--- config.mk ---
export PLATFORM = sky130hd
export DESIGN_NAME = npc_cell
export DESIGN_NICKNAME = d
export VERILOG_FILES = /design/src/rtl/npc_pkg.sv /design/src/rtl/npc_cell.sv
export SDC_FILE = /design/constraint.sdc
export NUM_CORES = 1
export LEC_CHECK = 0
export ABC_AREA = 1
export CAP_MARGIN = 20
export CORE_UTILIZATION = 60
export DETAILED_ROUTE_END_ITERATION = 6
export DONT_BUFFER_PORTS = 1
export GPL_TIMING_DRIVEN = 0
export PLACE_DENSITY_LB_ADDON = 0.12
export SYNTH_ARGS = -nofsm -noshare
export SYNTH_HDL_FRONTEND = slang
export SYNTH_SLANG_ARGS = --single-unit
--- constraint.sdc ---
create_clock -name clk -period 7.9 [get_ports clk]
set_input_delay 0.79 -clock clk [delete_from_list [all_inputs] [get_ports clk]]
set_output_delay 0.79 -clock clk [all_outputs]
set_load 0.01 [all_outputs]
--- src/rtl/npc_pkg.sv ---
package npc_pkg;

  localparam int RomSize = 256;

  typedef logic [7:0]  comp_t;
  typedef logic [17:0] dist_t;
  typedef logic [23:0] rgb_t;

  // standard vga default palette, packed {red, green, blue}
  localparam rgb_t VGA_ROM [RomSize] = '{
    24'h000000, 24'h0000AA, 24'h00AA00, 24'h00AAAA, 24'hAA0000, 24'hAA00AA, 24'hAA5500, 24'hAAAAAA,
    24'h555555, 24'h5555FF, 24'h55FF55, 24'h55FFFF, 24'hFF5555, 24'hFF55FF, 24'hFFFF55, 24'hFFFFFF,
    24'h000000, 24'h141414, 24'h202020, 24'h2C2C2C, 24'h383838, 24'h454545, 24'h515151, 24'h616161,
    24'h717171, 24'h828282, 24'h929292, 24'hA2A2A2, 24'hB6B6B6, 24'hCBCBCB, 24'hE3E3E3, 24'hFFFFFF,
    24'h0000FF, 24'h4100FF, 24'h7D00FF, 24'hBE00FF, 24'hFF00FF, 24'hFF00BE, 24'hFF007D, 24'hFF0041,
    24'hFF0000, 24'hFF4100, 24'hFF7D00, 24'hFFBE00, 24'hFFFF00, 24'hBEFF00, 24'h7DFF00, 24'h41FF00,
    24'h00FF00, 24'h00FF41, 24'h00FF7D, 24'h00FFBE, 24'h00FFFF, 24'h00BEFF, 24'h007DFF, 24'h0041FF,
    24'h7D7DFF, 24'h9E7DFF, 24'hBE7DFF, 24'hDF7DFF, 24'hFF7DFF, 24'hFF7DDF, 24'hFF7DBE, 24'hFF7D9E,
    24'hFF7D7D, 24'hFF9E7D, 24'hFFBE7D, 24'hFFDF7D, 24'hFFFF7D, 24'hDFFF7D, 24'hBEFF7D, 24'h9EFF7D,
    24'h7DFF7D, 24'h7DFF9E, 24'h7DFFBE, 24'h7DFFDF, 24'h7DFFFF, 24'h7DDFFF, 24'h7DBEFF, 24'h7D9EFF,
    24'hB6B6FF, 24'hC7B6FF, 24'hDBB6FF, 24'hEBB6FF, 24'hFFB6FF, 24'hFFB6EB, 24'hFFB6DB, 24'hFFB6C7,
    24'hFFB6B6, 24'hFFC7B6, 24'hFFDBB6, 24'hFFEBB6, 24'hFFFFB6, 24'hEBFFB6, 24'hDBFFB6, 24'hC7FFB6,
    24'hB6FFB6, 24'hB6FFC7, 24'hB6FFDB, 24'hB6FFEB, 24'hB6FFFF, 24'hB6EBFF, 24'hB6DBFF, 24'hB6C7FF,
    24'h000071, 24'h1C0071, 24'h380071, 24'h550071, 24'h710071, 24'h710055, 24'h710038, 24'h71001C,
    24'h710000, 24'h711C00, 24'h713800, 24'h715500, 24'h717100, 24'h557100, 24'h387100, 24'h1C7100,
    24'h007100, 24'h00711C, 24'h007138, 24'h007155, 24'h007171, 24'h005571, 24'h003871, 24'h001C71,
    24'h383871, 24'h453871, 24'h553871, 24'h613871, 24'h713871, 24'h713861, 24'h713855, 24'h713845,
    24'h713838, 24'h714538, 24'h715538, 24'h716138, 24'h717138, 24'h617138, 24'h557138, 24'h457138,
    24'h387138, 24'h387145, 24'h387155, 24'h387161, 24'h387171, 24'h386171, 24'h385571, 24'h384571,
    24'h515171, 24'h595171, 24'h615171, 24'h695171, 24'h715171, 24'h715169, 24'h715161, 24'h715159,
    24'h715151, 24'h715951, 24'h716151, 24'h716951, 24'h717151, 24'h697151, 24'h617151, 24'h597151,
    24'h517151, 24'h517159, 24'h517161, 24'h517169, 24'h517171, 24'h516971, 24'h516171, 24'h515971,
    24'h000041, 24'h100041, 24'h200041, 24'h300041, 24'h410041, 24'h410030, 24'h410020, 24'h410010,
    24'h410000, 24'h411000, 24'h412000, 24'h413000, 24'h414100, 24'h304100, 24'h204100, 24'h104100,
    24'h004100, 24'h004110, 24'h004120, 24'h004130, 24'h004141, 24'h003041, 24'h002041, 24'h001041,
    24'h202041, 24'h282041, 24'h302041, 24'h382041, 24'h412041, 24'h412038, 24'h412030, 24'h412028,
    24'h412020, 24'h412820, 24'h413020, 24'h413820, 24'h414120, 24'h384120, 24'h304120, 24'h284120,
    24'h204120, 24'h204128, 24'h204130, 24'h204138, 24'h204141, 24'h203841, 24'h203041, 24'h202841,
    24'h2C2C41, 24'h302C41, 24'h342C41, 24'h3C2C41, 24'h412C41, 24'h412C3C, 24'h412C34, 24'h412C30,
    24'h412C2C, 24'h41302C, 24'h41342C, 24'h413C2C, 24'h41412C, 24'h3C412C, 24'h34412C, 24'h30412C,
    24'h2C412C, 24'h2C4130, 24'h2C4134, 24'h2C413C, 24'h2C4141, 24'h2C3C41, 24'h2C3441, 24'h2C3041,
    24'h000000, 24'h000000, 24'h000000, 24'h000000, 24'h000000, 24'h000000, 24'h000000, 24'h000000
  };

  // data handed from one cell to the next
  typedef struct packed {
    logic  valid;
    rgb_t  pixel;
    dist_t best_dist;
    comp_t best_idx;
  } link_t;

  function automatic logic [15:0] sq_diff(input comp_t a, input comp_t b);
    logic [7:0] d;
    begin
      d = (a >= b) ? a - b : b - a;
      return 16'(d) * 16'(d);
    end
  endfunction

  function automatic dist_t dist_of(input rgb_t p, input rgb_t c);
    begin
      return dist_t'(sq_diff(p[23:16], c[23:16])) + dist_t'(sq_diff(p[15:8], c[15:8]))
           + dist_t'(sq_diff(p[7:0], c[7:0]));
    end
  endfunction

endpackage

--- src/rtl/npc_cell.sv ---
module npc_cell #(
  parameter int ENTRY = 1
) (
  input  logic           clk,
  input  logic           rst_n,
  input  logic           adv,
  input  npc_pkg::link_t link_in,
  output npc_pkg::link_t link_out
);

  npc_pkg::link_t link_r, link_nxt;
  npc_pkg::dist_t cell_dist;

  // compare this cell's palette entry, strictly smaller wins
  always_comb begin
    cell_dist = npc_pkg::dist_of(link_in.pixel, npc_pkg::VGA_ROM[ENTRY]);
    link_nxt = link_in;
    if (cell_dist < link_in.best_dist) begin
      link_nxt.best_dist = cell_dist;
      link_nxt.best_idx  = npc_pkg::comp_t'(ENTRY);
    end
  end

  always_ff @(posedge clk) begin
    if (!rst_n) begin
      link_r.valid <= 1'b0;
    end else if (adv) begin
      link_r <= link_nxt;
    end
  end

  assign link_out = link_r;

endmodule

# Yosys cells after proc, flatten, opt, wreduce, memory -nomap -nowiden

Index checks and enable logic that the tools add are counted.
W data, S select, Z words.

Register bits: 51
Input bits: 54
Output and inout port bits: 51
Word-level logic and storage cells: 22

$add $sub $neg: 6
Multipliers: 3
Order comparisons: 4
Mux-type cells: 4
Reductions and logical operators: 1

Operator list:

| cell                  | count |
|---|---|
| $mul A8 B8 Y16        | 3 |
| $mux W26              | 1 |
| $mux W8               | 3 |
| $add A17 B16 Y18      | 1 |
| $lt A18 B18 Y1        | 1 |
| $add A16 B16 Y17      | 1 |
| $ge A8 B1 Y1 const B  | 2 |
| $sub A1 B8 Y8 const A | 2 |
| $ge A8 B8 Y1 const B  | 1 |
| $sub A8 B8 Y8 const A | 1 |
| $sub A8 B8 Y8 const B | 1 |
| $reduce_and A2 Y1     | 1 |

# Logic depth before layout (Yosys ltp)

Depth in word-level cells: 7
Depth in mapped cells: 49
Mapped depth without buffers: 47

# Least setup slack after synthesis

OpenSTA, ideal clock, no wires.

Path kind: input port to flip-flop
Start point: input link_in[26] (netlist bit)
End point: register link_r, in the netlist link_out[0], data pin
Library setup time: 0.262 ns
Arrival: 7.899 ns
Setup slack: -0.261 ns
Stages on the path: 39
Path through: inv_2 -> clkbuf_1 -> ha_1 -> inv_1 -> nand3_1 -> nand3_2 -> nand2_4 -> nand3_1 -> nand2_2 -> nor2_1 -> fa_1 -> inv_1 -> fa_1 -> inv_1 -> fa_1 -> fa_1 -> fa_1 -> fa_1 -> [3 not listed] -> ha_1 -> a21oi_1 -> nor2_1 -> o21ai_0 -> nand3_1 -> nand2_1 -> nand2_1 -> ha_1 -> nand2_1 -> nor2_1 -> nand2_1 -> inv_1 -> nand2_1 -> nor2_1 -> nor2_1 -> nand2_1 -> inv_1 -> or2_2

Cells in the longest elaborated chain, start to end: 5
Elaborated cells between the ends (all ways): 7
Those cells by class: add/sub (3); mul (1); order compare (2); mux (1)

RTL lines:

| element                                              | RTL line       | text |
|---|---|---|
| from (decl)                                          | npc_cell.sv:7  | `input npc_pkg::link_t link_in,` |
| $sub A8 B8 Y8 / $ge A8 B8 Y1 (equally long branches) | npc_pkg.sv:56  | `d = (a >= b) ? a - b : b - a;` |
| $mux W8 *                                            | npc_pkg.sv:56  |  |
| $mul A8 B8 Y16 *                                     | npc_pkg.sv:57  | `return 16'(d) * 16'(d);` |
| $add A17 B16 Y18 *                                   | npc_pkg.sv:64  | `+ dist_t'(sq_diff(p[7:0], c[7:0]));` |
| $lt A18 B18 Y1 *                                     | npc_cell.sv:18 | `if (cell_dist < link_in.best_dist) begin` |
| to (signal assigned)                                 | npc_cell.sv:28 | `link_r <= link_nxt;` |
| to (decl)                                            | npc_cell.sv:11 | `npc_pkg::link_t link_r, link_nxt;` |

Mark *: on every way between the ends. The rest lies on a longest branch, timed or not.
A chain may end at the register's enable or synchronous reset.

# Worst setup path in the final report

Start point: input link_in[27] (netlist bit)
End point: register link_r, in the netlist link_out[0], data pin

Same word-level chain as after synthesis.

==> results.json <==
{
  "crit_fanout": 7,
  "use_met3": 0.03230,
  "regArea_sq_um": 1521,
  "n_fill_cell": 1049,
  "drt_wl_total_um": 18620,
  "cts-root-buf": "clkbuf_16",
  "port_buffers": 0,
  "drt_first_pass_iters": 6,
  "multi_input_area_sq_um": 6441,
  "largest_reg_flops": 51,
  "nets": 1377,
  "grt_overflow": 0,
  "cpMostUsedCell": "nand2_4",
  "dp_cells": 1226,
  "tightest_slew_ns": 0.6058,
  "rrSetupSlack_ns": 7.22,
  "die_area_sq_um": 14830,
  "synthCells": 1045,
  "drt_iter0_markers": 368,
  "grt_max_degree": 36,
  "critPathRequiredTime_ns": 7.96,
  "cp-start-kind": "input pin",
  "cts_buffer_depth": 2,
  "stdcell_count": 1269,
  "synth_cell_types": 33,
  "clock-sinks": 51,
  "dp_hpwl_um": 14240,
  "hp-class": "input pin to register",
  "maxSlewViolCount": 0,
  "num_antenna_cells": 0,
  "slowest_delay_ns": 0.57,
  "reg2reg_to": "link_out[50]",
  "worstPathArrival_ns": 7.91,
  "grt_use_met2": 0.4435,
  "yosys_warnings": 0,
  "period_needed_ns": 7.851,
  "ioPinCount": 105,
  "finalSetupViolations": 0,
  "clkTransAtPathRegs_ns": 0.08,
  "viasPerCell": 5.128,
  "syn_area_per_cell_sq_um": 8.238,
  "grt_pass1_vias": 6268,
  "drv_cap": 0,
  "finish.utilization": 0.7216,
  "placed_area_sq_um": 8869,
  "rsz0062_at_grt": "yes",
  "cts_hold_buf": 0,
  "crit_end": "link_out[0]",
  "drive_above_1_share": 0.1846,
  "gr-usage-met1": 0.3262,
  "grt_usage": 0.2507,
  "r2r_start": "link_out[50]",
  "drc": 0,
  "start_util": 0.6178,
  "syn-num-nets": 1333,
  "numCtsBuffers": 5,
  "cp-end-kind": "register",
  "ff2ff_path_depth": 2,
  "hold_viol": 0,
  "antenna_found_initial": 0,
  "die_x_um": 121.8,
  "via_count": 6507,
  "gr-max-usage-layer": "met2",
  "h-tree-depth": 2,
  "place_congestion": 0.9373,
  "crit_path_start": "link_in[27]",
  "fp-row-count": 43,
  "syn-cell-area_sq_um": 8608,
  "path_class": "input pin to register",
  "status": "finished, final reports clean",
  "ys_seq_area_frac": 0.1767,
  "die_y_um": 121.8,
  "clk_latency_ns": 0.31,
  "ys_seq_elements": 51,
  "fin_crit_sh": 0.9938,
  "holdWs_ns": 0.5652,
  "syn2layout_area_growth_pct": 16.82,
  "wl_per_cell_um": 14.67,
  "max_freq_mhz": 127.4,
  "finalInstanceArea_sq_um": 10060,
  "coreArea_sq_um": 13930,
  "slew_headroom": 0.5962,
  "skew_ns": 0,
  "cts_tree": "built",
  "antenna_left": 0,
  "slowest_stage": "fa_2",
  "grt_pass1_wl_um": 28760
}
## stage by stage
step                      setup TNS (ns)  setup WS, ns
after floorplan                        0      0.004443
after CTS                              0      0.001402
after detailed placement          -22.91       -0.9522
after global placement            -21.57       -0.9035
after global routing              -5.403       -0.2804
final                                  0       0.04874
## worst min path at each step
stage / startpoint / cells past startpoint / to / slack, ns
floorplan: link_out[50] / 2 / link_out[50] / 0.56
global placement: link_out[50] / 2 / link_out[50] / 0.57
detailed placement: link_out[50] / 2 / link_out[50] / 0.60
CTS: link_in[41] / 0 / link_out[41] / 0.56
global route: link_in[41] / 0 / link_out[41] / 0.56
finish: link_in[41] / 0 / link_out[41] / 0.57
## worst max-delay path: cells and delay by family
kind            cells  cell delay, ns
compound gates      1            0.17
xor+xnor            1            0.32
fa+ha+maj          10            4.31
buf+inv             7            0.43
simple gates       17            1.88
## layout by cell type, fill, tap and decap left out, types with 9 or more instances in the layout
cell type / instances
a21oi_1: 16
buf_4: 32
clkbuf_1: 13
edfxtp_1: 50
fa_1: 122
ha_1: 93
ha_4: 9
inv_1: 302
inv_2: 17
nand2_1: 181
nand2_2: 29
nand2_4: 17
nand3_1: 17
nand3_2: 10
nor2_1: 47
nor2_2: 20
nor2_4: 9
o21ai_0: 11
xor2_1: 10
## synthesized netlist by cell type, drive strengths merged
library cell	instances	area [sq um]
or2	1	6.260
edfxtp	50	1501
clkbuf	14	52.55
mux2i	1	10.01
inv	326	1226
nand3	33	180.2
o211ai	1	7.510
fa	129	2582
xor2	12	105.1
a21oi	21	105.1
o21bai	2	15.01
a21o	3	22.52
xnor2	5	43.79
buf	5	31.28
nor2	76	295.3
dfxtp	1	20.02
nand2	231	929.6
nor3	5	25.02
nand4	3	18.77
o21a	1	7.510
ha	105	1314
o21ai	18	93.84
nand3b	2	15.01
## layer usage
metal | up-vias | part of all wire
met5 | - | 0
met2 | 160 | 0.53
met3 | 26 | 0.037
met4 | 0 | 0.015
li1 | 3135 | -
met1 | 3186 | 0.42
## area by class of cell
cell class / count / area share
well taps: 180 / 0.02240
flip-flops and latches: 51 / 0.1513
clock buffers: 5 / 0.01244
multi-input cells: 650 / 0.6405
repair buffers: 36 / 0.03061
clock inverters: 2 / 0.001369
plain buffers: 19 / 0.01369
inverters: 326 / 0.1277
## kinds of logic (layout without fill, tap and decap cells)
logic type	after synthesis	after routing	synth area share
buffers and inverters	345	388	0.1522
adder cells (fa/ha/maj)	234	234	0.4526
AND/OR/NAND/NOR	351	352	0.1708
XOR/XNOR	17	17	0.01730
flip-flops	51	51	0.1767
AO/OA/AOI/OAI	46	46	0.02921
multiplexers	1	1	0.001163
## repair_timing
action | 4_1_cts | 5_1_grt
buffers inserted | 12 | 22
gates resized for setup | 46 | 146
endpoints found under the setup margin | 26 | 26
pin swaps | 22 | 69
cloned | 1 | 2
Power is left out: the tool's default activity adds up to more than one toggle a clock period on the data nets, which glitch-free logic cannot reach.
